===== src/rtl/core/mjdr_pkg.sv =====
// ----------------------------------------------------------------------------
// mjdr_pkg
// Shared types, register indexes and constants for the motor jam detector.
// ----------------------------------------------------------------------------
package mjdr_pkg;

  localparam int unsigned AddrWidth = 5;

  localparam logic [32:0] ArriveTol      = 33'd128;
  localparam logic [32:0] ArriveSpeedTol = 33'd3200;

  localparam logic [1:0] LoopAngle = 2'd1;
  localparam logic [1:0] LoopSpeed = 2'd2;

  localparam logic KindTick  = 1'b0;
  localparam logic KindReset = 1'b1;

  typedef enum logic [1:0] {
    ST_NORMAL    = 2'd0,
    ST_SUSPECT   = 2'd1,
    ST_CONFIRMED = 2'd2,
    ST_HANDLING  = 2'd3
  } jam_state_t;

  typedef enum logic [2:0] {
    REG_CURRENT_LIMIT       = 3'd0,
    REG_SUSPECT_TIME_MS     = 3'd1,
    REG_RECOVER_TIME_MS     = 3'd2,
    REG_BACK_OFF_ANGLE      = 3'd3,
    REG_STALL_SPEED_LIMIT   = 3'd4,
    REG_ANGLE_COMMAND_FLOOR = 3'd5,
    REG_SPEED_COMMAND_FLOOR = 3'd6
  } reg_index_t;

  typedef struct packed {
    logic [14:0] current_limit;
    logic [15:0] suspect_time_ms;
    logic [15:0] recover_time_ms;
    logic [19:0] back_off_angle;
    logic [19:0] stall_speed_limit;
    logic [19:0] angle_command_floor;
    logic [19:0] speed_command_floor;
  } cfg_t;

  typedef struct packed {
    logic               kind;
    logic [31:0]        time_ms;
    logic signed [15:0] current;
    logic signed [31:0] angle;
    logic signed [31:0] reference;
    logic signed [31:0] speed;
    logic [1:0]         loop_mode;
  } sample_t;

  typedef struct packed {
    logic [1:0]         jam_state;
    logic               drive_angle_loop;
    logic signed [31:0] angle_target;
  } result_t;

  function automatic logic [32:0] mag33(input logic signed [32:0] v);
    mag33 = v[32] ? (33'd0 - v) : v;
  endfunction

endpackage


===== src/rtl/core/motor_jam_detect_recover_core.sv =====
// ----------------------------------------------------------------------------
// motor_jam_detect_recover_core
// Motor jam detector and back-off recovery sequencer with a sample register,
// a single evaluation pass and a result register.
// ----------------------------------------------------------------------------
// A transferred sample is held in the sample register, evaluated, and its
// result is loaded into the result register once that register is free.
// Throughput: one sample per cycle while result_ready holds; the sample and
// result registers let a new transfer be taken while a finished result waits.
// Reset: synchronous; state returns to normal, timestamps and target to zero,
// configuration to its defaults, and both pipeline registers empty.
module motor_jam_detect_recover_core (
  input  logic                           clk,
  input  logic                           rst,
  input  logic                           sample_valid,
  output logic                           sample_ready,
  input  mjdr_pkg::sample_t              sample,
  output logic                           result_valid,
  input  logic                           result_ready,
  output mjdr_pkg::result_t              result,
  input  logic                           psel,
  input  logic                           penable,
  input  logic                           pwrite,
  input  logic [mjdr_pkg::AddrWidth-1:0] paddr,
  input  logic [31:0]                    pwdata,
  output logic [31:0]                    prdata,
  output logic                           pready
);
  import mjdr_pkg::*;

  cfg_t    cfg;
  sample_t held;
  logic    held_valid;
  logic    advance;
  logic    result_free;
  result_t step_result;

  mjdr_regs u_regs (
    .clk     (clk),
    .rst     (rst),
    .psel    (psel),
    .penable (penable),
    .pwrite  (pwrite),
    .paddr   (paddr),
    .pwdata  (pwdata),
    .prdata  (prdata),
    .pready  (pready),
    .cfg     (cfg)
  );

  assign result_free  = !result_valid || result_ready;
  assign advance      = held_valid && result_free;
  assign sample_ready = !held_valid || advance;

  always_ff @(posedge clk) begin
    if (rst) begin
      held_valid <= 1'b0;
    end else if (sample_ready) begin
      held_valid <= sample_valid;
    end
  end

  always_ff @(posedge clk) begin
    if (sample_ready && sample_valid) begin
      held <= sample;
    end
  end

  mjdr_step u_step (
    .clk     (clk),
    .rst     (rst),
    .advance (advance),
    .cfg     (cfg),
    .item    (held),
    .result  (step_result)
  );

  always_ff @(posedge clk) begin
    if (rst) begin
      result_valid <= 1'b0;
    end else if (result_free) begin
      result_valid <= held_valid;
    end
  end

  always_ff @(posedge clk) begin
    if (advance) begin
      result <= step_result;
    end
  end

  a_reset_empty: assert property (@(posedge clk)
    rst |=> !result_valid && !held_valid)
    else $error("pipeline not empty after reset");

  a_drive_state: assert property (@(posedge clk) disable iff (rst)
    result_valid && result.drive_angle_loop |->
      (result.jam_state == ST_HANDLING) || (result.jam_state == ST_NORMAL))
    else $error("angle loop driven outside handling");

  a_target_zero: assert property (@(posedge clk) disable iff (rst)
    result_valid && !result.drive_angle_loop |-> result.angle_target == 32'sd0)
    else $error("target not zero while angle loop is idle");

  a_no_overrun: assert property (@(posedge clk) disable iff (rst)
    result_valid && !result_ready |=> !$past(advance))
    else $error("result register overwritten while stalled");

endmodule


===== src/rtl/core/mjdr_regs.sv =====
// ----------------------------------------------------------------------------
// mjdr_regs
// Configuration register file with an APB-style access port.
// ----------------------------------------------------------------------------
module mjdr_regs (
  input  logic                               clk,
  input  logic                               rst,
  input  logic                               psel,
  input  logic                               penable,
  input  logic                               pwrite,
  input  logic [mjdr_pkg::AddrWidth-1:0]     paddr,
  input  logic [31:0]                        pwdata,
  output logic [31:0]                        prdata,
  output logic                               pready,
  output mjdr_pkg::cfg_t                     cfg
);
  import mjdr_pkg::*;

  logic [2:0] index;
  logic       write_en;

  assign index    = paddr[AddrWidth-1:2];
  assign pready   = 1'b1;
  assign write_en = psel & penable & pwrite;

  always_ff @(posedge clk) begin
    if (rst) begin
      cfg.current_limit       <= 15'd3000;
      cfg.suspect_time_ms     <= 16'd150;
      cfg.recover_time_ms     <= 16'd800;
      cfg.back_off_angle      <= 20'd720;
      cfg.stall_speed_limit   <= 20'd3200;
      cfg.angle_command_floor <= 20'd1600;
      cfg.speed_command_floor <= 20'd1600;
    end else if (write_en) begin
      unique case (index)
        REG_CURRENT_LIMIT:       cfg.current_limit       <= pwdata[14:0];
        REG_SUSPECT_TIME_MS:     cfg.suspect_time_ms     <= pwdata[15:0];
        REG_RECOVER_TIME_MS:     cfg.recover_time_ms     <= pwdata[15:0];
        REG_BACK_OFF_ANGLE:      cfg.back_off_angle      <= pwdata[19:0];
        REG_STALL_SPEED_LIMIT:   cfg.stall_speed_limit   <= pwdata[19:0];
        REG_ANGLE_COMMAND_FLOOR: cfg.angle_command_floor <= pwdata[19:0];
        REG_SPEED_COMMAND_FLOOR: cfg.speed_command_floor <= pwdata[19:0];
        default: ;
      endcase
    end
  end

  always_comb begin
    unique case (index)
      REG_CURRENT_LIMIT:       prdata = {17'd0, cfg.current_limit};
      REG_SUSPECT_TIME_MS:     prdata = {16'd0, cfg.suspect_time_ms};
      REG_RECOVER_TIME_MS:     prdata = {16'd0, cfg.recover_time_ms};
      REG_BACK_OFF_ANGLE:      prdata = {12'd0, cfg.back_off_angle};
      REG_STALL_SPEED_LIMIT:   prdata = {12'd0, cfg.stall_speed_limit};
      REG_ANGLE_COMMAND_FLOOR: prdata = {12'd0, cfg.angle_command_floor};
      REG_SPEED_COMMAND_FLOOR: prdata = {12'd0, cfg.speed_command_floor};
      default:                 prdata = 32'd0;
    endcase
  end

endmodule


===== src/rtl/core/mjdr_step.sv =====
// ----------------------------------------------------------------------------
// mjdr_step
// Jam condition evaluation and the detect/recover state machine with its
// timestamp and target registers.
// ----------------------------------------------------------------------------
module mjdr_step (
  input  logic              clk,
  input  logic              rst,
  input  logic              advance,
  input  mjdr_pkg::cfg_t    cfg,
  input  mjdr_pkg::sample_t item,
  output mjdr_pkg::result_t result
);
  import mjdr_pkg::*;

  jam_state_t         mode;
  jam_state_t         mode_next;
  logic [31:0]        suspect_start;
  logic [31:0]        handling_start;
  logic signed [31:0] back_off_target;

  logic signed [32:0] angle_x;
  logic signed [32:0] speed_x;
  logic signed [32:0] ref_x;
  logic [32:0]        err_mag;
  logic [32:0]        ref_mag;
  logic [32:0]        cur_mag;
  logic [32:0]        spd_mag;
  logic [32:0]        arrive_mag;
  logic signed [32:0] back_off_raw;
  logic signed [31:0] back_off_sat;
  logic [31:0]        suspect_elapsed;
  logic [31:0]        handling_elapsed;
  logic               angle_active;
  logic               speed_active;
  logic               jam;
  logic               arrived;
  logic               is_reset;

  assign is_reset = (item.kind == KindReset);
  assign angle_x  = {item.angle[31], item.angle};
  assign speed_x  = {item.speed[31], item.speed};
  assign ref_x    = {item.reference[31], item.reference};

  assign err_mag    = mag33(ref_x - angle_x);
  assign ref_mag    = mag33(ref_x);
  assign cur_mag    = mag33({{17{item.current[15]}}, item.current});
  assign spd_mag    = mag33(speed_x);
  assign arrive_mag = mag33(angle_x - {back_off_target[31], back_off_target});

  assign angle_active = (item.loop_mode == LoopAngle) &&
                        (err_mag > {13'd0, cfg.angle_command_floor});
  assign speed_active = (item.loop_mode == LoopSpeed) &&
                        (ref_mag > {13'd0, cfg.speed_command_floor});
  assign jam = (angle_active || speed_active) &&
               (cur_mag > {18'd0, cfg.current_limit}) &&
               (spd_mag < {13'd0, cfg.stall_speed_limit});
  assign arrived = (arrive_mag <= ArriveTol) && (spd_mag <= ArriveSpeedTol);

  assign back_off_raw = angle_x - $signed({13'd0, cfg.back_off_angle});
  assign back_off_sat = (back_off_raw[32] && !back_off_raw[31]) ?
                        32'sh8000_0000 : back_off_raw[31:0];

  assign suspect_elapsed  = item.time_ms - suspect_start;
  assign handling_elapsed = item.time_ms - handling_start;

  always_comb begin
    mode_next = mode;
    if (is_reset) begin
      mode_next = ST_NORMAL;
    end else begin
      unique case (mode)
        ST_NORMAL: begin
          if (jam) mode_next = ST_SUSPECT;
        end
        ST_SUSPECT: begin
          if (!jam) begin
            mode_next = ST_NORMAL;
          end else if (suspect_elapsed > {16'd0, cfg.suspect_time_ms}) begin
            mode_next = ST_CONFIRMED;
          end
        end
        ST_CONFIRMED: mode_next = ST_HANDLING;
        ST_HANDLING: begin
          if (arrived || (handling_elapsed > {16'd0, cfg.recover_time_ms})) begin
            mode_next = ST_NORMAL;
          end
        end
        default: mode_next = ST_NORMAL;
      endcase
    end
  end

  always_comb begin
    result.jam_state        = mode_next;
    result.drive_angle_loop = 1'b0;
    result.angle_target     = 32'sd0;
    if (!is_reset) begin
      unique case (mode)
        ST_CONFIRMED: begin
          result.drive_angle_loop = 1'b1;
          result.angle_target     = back_off_sat;
        end
        ST_HANDLING: begin
          result.drive_angle_loop = 1'b1;
          result.angle_target     = back_off_target;
        end
        default: ;
      endcase
    end
  end

  always_ff @(posedge clk) begin
    if (rst) begin
      mode            <= ST_NORMAL;
      suspect_start   <= 32'd0;
      handling_start  <= 32'd0;
      back_off_target <= 32'sd0;
    end else if (advance) begin
      mode <= mode_next;
      if (is_reset) begin
        suspect_start   <= 32'd0;
        handling_start  <= 32'd0;
        back_off_target <= item.angle;
      end else if (mode == ST_NORMAL && jam) begin
        suspect_start <= item.time_ms;
      end else if (mode == ST_CONFIRMED) begin
        handling_start  <= item.time_ms;
        back_off_target <= back_off_sat;
      end
    end
  end

endmodule


===== config.mk =====
export PLATFORM = sky130hd
export DESIGN_NAME = motor_jam_detect_recover_core
export DESIGN_NICKNAME = d
export VERILOG_FILES = /design/src/rtl/core/mjdr_pkg.sv /design/src/rtl/core/motor_jam_detect_recover_core.sv /design/src/rtl/core/mjdr_regs.sv /design/src/rtl/core/mjdr_step.sv
export SDC_FILE = /design/constraint.sdc
export NUM_CORES = 1
export LEC_CHECK = 0
export BUFFER_PORTS_ARGS = -buffer_cell sky130_fd_sc_hd__buf_2
export CORE_MARGIN = 4
export CORE_UTILIZATION = 35
export CTS_CLUSTER_DIAMETER = 40
export CTS_CLUSTER_SIZE = 14
export DETAILED_ROUTE_END_ITERATION = 10
export PLACE_DENSITY = 0.52
export SLEW_MARGIN = 10
export SYNTH_ARGS = -nofsm -noshare
export SYNTH_HDL_FRONTEND = slang
export SYNTH_SLANG_ARGS = --single-unit

===== constraint.sdc =====
create_clock -name clk -period 5.6 [get_ports clk]
set_input_delay 1.12 -clock clk [delete_from_list [all_inputs] [get_ports clk]]
set_output_delay 1.12 -clock clk [all_outputs]
set_load 0.03 [all_outputs]

==> results.tsv, run 1 <==
stage	metric	value	unit
logic_synthesis	avgSynthCellArea	8.28	µm²
worst_setup_path	end_kind	flop	
cts	path_clk_slew	0.05	ns
worst_setup_path	reg2reg_depth	28	
logic_synthesis	async_flop_share	0	%
cells_and_area	final_core_util	43.6	%
cts	insertion_delay	0.66	ns
worst_hold_path	min_to	u_step.handling_start[28]$_SDFFE_PP0P_	
worst_setup_path	critPathKind	flop to flop	
global_route	grt_util_all_layers	22.4	%
logic_synthesis	synth_ff_type	dfxtp_1	
cells_and_area	mostFrequentLayoutCells	nand2_1, a21oi_1, inv_1, buf_4, ha_1	
cells_and_area	final_nets	4610	
route	wl_per_cell	20.1	µm
timing	worst_slew_pin_slew	1.06	ns
route	drc	0	
timing	slew_headroom	29.1	%
worst_setup_path	r2r-end	u_step.suspect_start[5]$_SDFFE_PP0P_	
place	pre_cts_ws	-0.309	ns
logic_synthesis	ys_seq_area_share	32.4	%
timing	slew_violations	0	
global_route	grt_pass1_vias	27778	
cts	cts_tree	built	
job	drv_cap	0	
global_route	grt_antenna_before_repair	8	
route	antenna_left	0	
die	die_x	305	µm
cts	clockBufferDepth	3	
route	finalWirelength	108000	µm
route	drt_iter0_markers	2176	
timing	hold_viol_final	0	
global_route	grt_pass1_wl	164000	µm
worst_hold_path	hold_start	u_step.handling_start[28]$_SDFFE_PP0P_	
worst_hold_path	min_path_type	flop to flop	
worst_setup_path	path_common_cell	a21oi_2	
timing	fmax	180	MHz
die	dieArea	93000	µm²
worst_setup_path	reg2reg_from	held[66]$_DFFE_PP_	
logic_synthesis	synth-seq-cells	409	
logic_synthesis	yosys_warnings	0	
place	portBuffers	233	
worst_setup_path	cp_slowest_cell	edfxtp_1	
route	dr.pass1.iters	6	
timing	min_period	5.56	ns
cts	cts-root-buf	clkbuf_16	
power_and_ir_drop	vdd_drop_max	233	µV
worst_setup_path	rrSetupSlack	0.04	ns
timing	fin_worst_skew	0.0336	ns
route	avgViaCountPerCell	5.43	
die	die_h	305	µm
worst_setup_path	worstPathArrival	6.10	ns
die	rows	108	
power_and_ir_drop	power_leakage	14.6	nW
global_route	grt_max_degree	88	
global_route	grt_overflow	0	
worst_hold_path	hold_depth	2	
cts	cts_num_sinks	409	
logic_synthesis	syn_inst	3731	
cts	h-tree-depth	3	
place	gp_congestion	0.933	
route	num_vias	29269	
worst_setup_path	max_stage_delay	0.50	ns
cts	cts_made_buffers	85	
timing	rsz0062_at_grt	true	
cells_and_area	final_common_cell	nand2_1	
place	place_hpwl	84000	µm
worst_setup_path	start_kind	flop	
timing	setup_ws	0.0397	ns
worst_setup_path	worstPathMaxFanout	16	
logic_synthesis	synth.distinct_cells	104	
timing	tns	0	ns
cells_and_area	layout-drive-gt1-share	18.8	%
die	core	87200	µm²
die	initial_utilization	35.4	%
power_and_ir_drop	power_density	286	nW/µm²
logic_synthesis	syn_area	30900	µm²
timing	finalCritPeriodShare	99.3	%
outcome	outcome	completed	
timing	setup_violations	0	
worst_setup_path	critPathRequiredTime	6.14	ns
die	io_pins	261	
logic_synthesis	synth-edff-count	182	
cells_and_area	areaGrowthSynthToFinish	23.2	%
layout make-up:
| type | count | area [µm²] |
|---|---|---|
| fillers | 8819 | 49100 |
| clock buffers | 96 | 2200 |
| clock inverters | 61 | 688 |
| inverters | 308 | 1160 |
| flip-flops and latches | 409 | 10000 |
| repair buffers | 498 | 3240 |
| well taps | 1155 | 1450 |
| multi-input cells | 2856 | 19300 |
| diodes | 3 | 7.51 |
synthesized netlist by cell type, types with 19 or more instances:
| library cell | count | share of area (%) |
|---|---|---|
| a211oi_1 | 64 | 1.6 |
| a21o_1 | 78 | 1.9 |
| a21oi_1 | 350 | 5.7 |
| a221oi_1 | 31 | 0.88 |
| a22o_1 | 26 | 0.74 |
| a31oi_1 | 35 | 0.71 |
| and2_1 | 22 | 0.45 |
| and3_1 | 19 | 0.38 |
| clkbuf_1 | 127 | 1.5 |
| dfxtp_1 | 227 | 15 |
| edfxtp_1 | 182 | 18 |
| ha_1 | 256 | 10 |
| inv_1 | 305 | 3.7 |
| mux2i_1 | 32 | 1.0 |
| nand2_1 | 498 | 6.1 |
| nand2b_1 | 36 | 0.73 |
| nand3_1 | 99 | 1.6 |
| nand4_1 | 48 | 0.97 |
| nor2_1 | 230 | 2.8 |
| nor2b_1 | 42 | 0.85 |
| nor3_1 | 76 | 1.2 |
| nor4_1 | 37 | 0.75 |
| o211ai_1 | 45 | 1.1 |
| o21a_1 | 43 | 1.0 |
| o21ai_0 | 175 | 2.8 |
| o31ai_1 | 29 | 0.71 |
| o32ai_2 | 30 | 1.6 |
| or2_2 | 20 | 0.41 |
| or3_1 | 31 | 0.63 |
| xnor2_1 | 139 | 3.9 |
| xor2_1 | 39 | 1.1 |
critical path: cells and delay by family, from the launching register on:
family                     cells  cell delay (ns)
and+or+nand+nor                5             0.62
adders and majority gates      3             0.89
buffers and inverters          2             0.35
AOI/OAI and AO/OA             17             2.86
DFF                            1             0.50
xor gates and xnor gates       1             0.17
state kept, by name (all words and copies together) (netlist names):
register,flops
held,147
held_valid,1
result,35
result_valid,1
u_regs.cfg,127
u_step.back_off_target,32
u_step.handling_start,32
u_step.mode,2
u_step.suspect_start,32
worst max path at each step:
| stage | start | to | slack [ns] | cells after the start |
|---|---|---|---|---|
| final | held[66]$_DFFE_PP_ | u_step.suspect_start[5]$_SDFFE_PP0P_ | 0.04 | 28 |
| after global routing | held[66]$_DFFE_PP_ | u_step.suspect_start[2]$_SDFFE_PP0P_ | -0.32 | 28 |
| after CTS | held[66]$_DFFE_PP_ | u_step.suspect_start[8]$_SDFFE_PP0P_ | -0.006 | 28 |
| after detailed placement | held[66]$_DFFE_PP_ | u_step.suspect_start[25]$_SDFFE_PP0P_ | -0.31 | 29 |
| after global placement | held[66]$_DFFE_PP_ | u_step.suspect_start[22]$_SDFFE_PP0P_ | -0.30 | 29 |
| after floorplan | held[34]$_DFFE_PP_ | u_step.suspect_start[10]$_SDFFE_PP0P_ | 0.02 | 30 |
metal layers:
layer | track usage, % | up-vias | share of wire (%)
li1 | - | 14517 | -
met4 | 7.81 | 0 | 3.6
met5 | 0 | - | 0
met1 | 30.8 | 13823 | 46
met2 | 36.3 | 762 | 45
met3 | 2.92 | 167 | 4.9
power breakdown:
group	total, W	internal (W)	leakage (nW)	switching, W
Clock	0.00509	0.00325	1.38	0.00185
Combinational	0.00245	0.00101	9.65	0.00144
Sequential	0.00333	0.00323	3.61	0.0000957
Total	0.0109	0.00749	14.6	0.00338
kinds of logic (layout without fill, tap and decap cells):
kind of cell / count (synthesis) / count (layout) / share of synthesized area, %
xor+xnor: 179 / 179 / 5.10
other cells: 2 / 16 / 0.0243
compound gates: 1123 / 1123 / 24.8
flops: 409 / 409 / 32.4
simple gates: 1234 / 1234 / 19.0
mux: 46 / 46 / 1.73
fa+ha+maj: 261 / 261 / 10.7
buf+inv: 477 / 963 / 6.15
metrics by stage:
stage	power [W]	cell area (µm²)	cells	hold slack [ns]
after detailed placement	0.00576	34900	5221	0.446
after CTS	0.0109	37900	5381	0.454
after floorplan	0.00495	30900	3742	0.436
after global routing	0.0114	38000	5385	0.465
final	0.0109	38000	5386	0.453
after global placement	0.00575	34900	5221	0.441
what timing repair did:
item                       4_1_cts  5_1_grt
buffers inserted                 3        2
resized for setup               24       33
hold buffers                     0        0
pin swaps                        8       16
setup endpoints to repair       36       55
Power figures use the tool's default switching activity.
==> run 2: changes to the inputs <==
--- a/config.mk
+++ b/config.mk
@@ -6,9 +6,7 @@
 export NUM_CORES = 1
 export LEC_CHECK = 0
 export BUFFER_PORTS_ARGS = -buffer_cell sky130_fd_sc_hd__buf_2
-export CORE_MARGIN = 4
 export CORE_UTILIZATION = 35
-export CTS_CLUSTER_DIAMETER = 40
 export CTS_CLUSTER_SIZE = 14
 export DETAILED_ROUTE_END_ITERATION = 10
 export PLACE_DENSITY = 0.52
==> run 2 against run 1 <==
The flow now finishes with violations (negative setup slack). Combinational power about the same. Power decreased by 13%. Wire length about the same. Clock power decreased by 27%. Non-clock buffer count increased by 3. Sequential share of layout area increased by 0.57 points. Die area decreased by 3.9%. Maximum frequency decreased by 1.3%. Register-to-register slack got worse by 0.07 ns. Largest cell class unchanged. Highest routed layer unchanged.
==> results.tsv, run 2 (synthesized netlist as in run 1, its figures left out) <==
stage	metric	value	unit
die	io_pins	261	
power_and_ir_drop	power_density	255	nW/µm²
worst_setup_path	max_stage_delay	0.54	ns
cells_and_area	areaGrowthSynthToFinish	20.6	%
timing	worst_slew_pin_slew	1.09	ns
cells_and_area	top_regs	held (147), u_regs.cfg (127), result (35)	
worst_setup_path	r2r-end	u_step.suspect_start[20]$_SDFFE_PP0P_	
die	initial_utilization	35.5	%
worst_setup_path	start_kind	flop	
worst_setup_path	critPathRequiredTime	6.14	ns
worst_hold_path	hold_start	u_step.handling_start[12]$_SDFFE_PP0P_	
cts	cts_tree	built	
die	die_x	299	µm
place	place_area	34800	µm²
place	pre_cts_ws	-0.426	ns
cts	cts_num_sinks	409	
cells_and_area	mostFrequentLayoutCells	nand2_1, a21oi_1, inv_1, ha_1, buf_4	
worst_setup_path	cp_slowest_cell	edfxtp_1	
worst_setup_path	reg2reg_from	held[67]$_DFFE_PP_	
outcome	outcome	finished with violations	
route	drt_iter0_markers	2207	
timing	whs	0.454	ns
timing	slew_headroom	26.8	%
power_and_ir_drop	vdd_drop_max	225	µV
timing	tns	-0.286	ns
timing	fmax	178	MHz
worst_setup_path	worstPathMaxFanout	6	
global_route	grt_util_all_layers	23.4	%
global_route	grt_antenna_before_repair	8	
cells_and_area	layout-drive-gt1-share	18.0	%
cells_and_area	instances_no_fill	5326	
job	drv_cap	0	
route	drc	0	
route	wl_per_cell	20.3	µm
route	antenna_left	0	
cells_and_area	final_common_cell	nand2_1	
worst_hold_path	min_to	u_step.handling_start[12]$_SDFFE_PP0P_	
global_route	grt_pass1_vias	27818	
die	die_h	299	µm
timing	rsz0062_at_grt	true	
cts	cts_made_buffers	52	
cells_and_area	largest_reg_flops	147	
worst_hold_path	min_path_type	flop to flop	
timing	finalCritPeriodShare	101	%
worst_setup_path	rrSetupSlack	-0.03	ns
cells_and_area	regMostFlops	held	
route	avgViaCountPerCell	5.50	
route	dr.pass1.iters	8	
worst_hold_path	hold_depth	2	
cells_and_area	fin_area	37200	µm²
timing	slew_violations	0	
worst_setup_path	end_kind	flop	
die	dieArea	89400	µm²
place	dpl.cell_count	5210	
place	gp_congestion	0.924	
power_and_ir_drop	power_leakage	14.3	nW
timing	min_period	5.63	ns
timing	setup_ws	-0.0325	ns
cts	insertion_delay	0.65	ns
cells_and_area	final_nets	4580	
cts	postCtsHoldBufs	0	
cells_and_area	antennaDiodeCount	0	
cells_and_area	regArea	10000	µm²
cts	path_clk_slew	0.06	ns
cells_and_area	fillers	8878	
route	num_vias	29313	
place	place_hpwl	83600	µm
place	portBuffers	233	
worst_setup_path	critPathKind	flop to flop	
cts	cts-root-buf	clkbuf_16	
outcome	violations	negative setup slack	
timing	fin_worst_skew	0.0345	ns
die	rows	108	
worst_setup_path	reg2reg_depth	28	
worst_setup_path	worstPathArrival	6.17	ns
route	finalWirelength	108000	µm
global_route	grt_max_degree	93	
global_route	grt_overflow	0	
die	core	87000	µm²
timing	setup_violations	20	
worst_setup_path	path_common_cell	buf_6	
global_route	grt_pass1_wl	164000	µm
cells_and_area	multi_input_area	19400	µm²
cts	h-tree-depth	2	
cts	clockBufferDepth	3	
timing	hold_viol_final	0	
-- run 2: critical path, delay by kind of cell (launching register included) --
family                     cells  cell delay (ns)
buffers and inverters          6             0.99
DFF                            1             0.54
xor gates and xnor gates       1             0.16
adders and majority gates      2             0.68
and+or+nand+nor                6             0.81
AOI/OAI and AO/OA             13             2.36
-- run 2: final cells by class --
class	count	share of cell area [%]
Timing Repair Buffer	501	9.09
Multi-Input combinational cell	2856	52.0
Inverter	308	3.10
Sequential cell	409	26.9
Clock buffer	63	3.67
Tap cell	1155	3.88
Clock inverter	34	1.36
-- run 2: worst max-delay path by stage --
| stage | startpoint | endpoint | slack (ns) | depth (start not counted) |
|---|---|---|---|---|
| 2_1_floorplan | held[34]$_DFFE_PP_ | u_step.suspect_start[10]$_SDFFE_PP0P_ | 0.02 | 30 |
| 3_3_place_gp | held[66]$_DFFE_PP_ | u_step.suspect_start[1]$_SDFFE_PP0P_ | -0.33 | 29 |
| 3_5_place_dp | held[66]$_DFFE_PP_ | u_step.suspect_start[1]$_SDFFE_PP0P_ | -0.43 | 29 |
| 4_1_cts | held[66]$_DFFE_PP_ | u_step.suspect_start[0]$_SDFFE_PP0P_ | -0.04 | 27 |
| 5_1_grt | held[67]$_DFFE_PP_ | u_step.suspect_start[1]$_SDFFE_PP0P_ | -0.24 | 28 |
| 6_report | held[67]$_DFFE_PP_ | u_step.suspect_start[20]$_SDFFE_PP0P_ | -0.03 | 28 |
-- run 2: metrics by stage --
step	total power [W]	util [%]
after floorplan	0.00495	-
after global placement	0.00574	40.0
after detailed placement	0.00574	40.0
after CTS	0.00952	42.3
after global routing	0.00994	42.8
final	0.00950	42.8
-- run 2: report_power, final --
| part | switching (W) | internal, W | total, W |
|---|---|---|---|
| combinational | 0.00145 | 0.00101 | 0.00246 |
| sequential | 0.0000975 | 0.00323 | 0.00332 |
| clock | 0.00149 | 0.00223 | 0.00371 |
| total | 0.00304 | 0.00646 | 0.00950 |
-- run 2: repair_timing --
item / 4_1_cts / 5_1_grt
endpoints found under the hold margin: 0 / 0
endpoints found under the setup margin: 36 / 42
gates cloned: 0 / 4
resized for setup: 23 / 49
setup buffers: 5 / 10
pin swaps: 15 / 41
-- run 2: layer usage --
| metal | vias to the layer above | share of wire [%] | track usage (%) | wire [µm] |
|---|---|---|---|---|
| met5 | - | 0 | 0 | 0 |
| met4 | 0 | 2.9 | 6.72 | 3090 |
| met3 | 145 | 5.0 | 2.29 | 5440 |
| met2 | 831 | 46 | 38.8 | 50100 |
| met1 | 13931 | 46 | 32.2 | 49600 |
| li1 | 14406 | - | - | - |
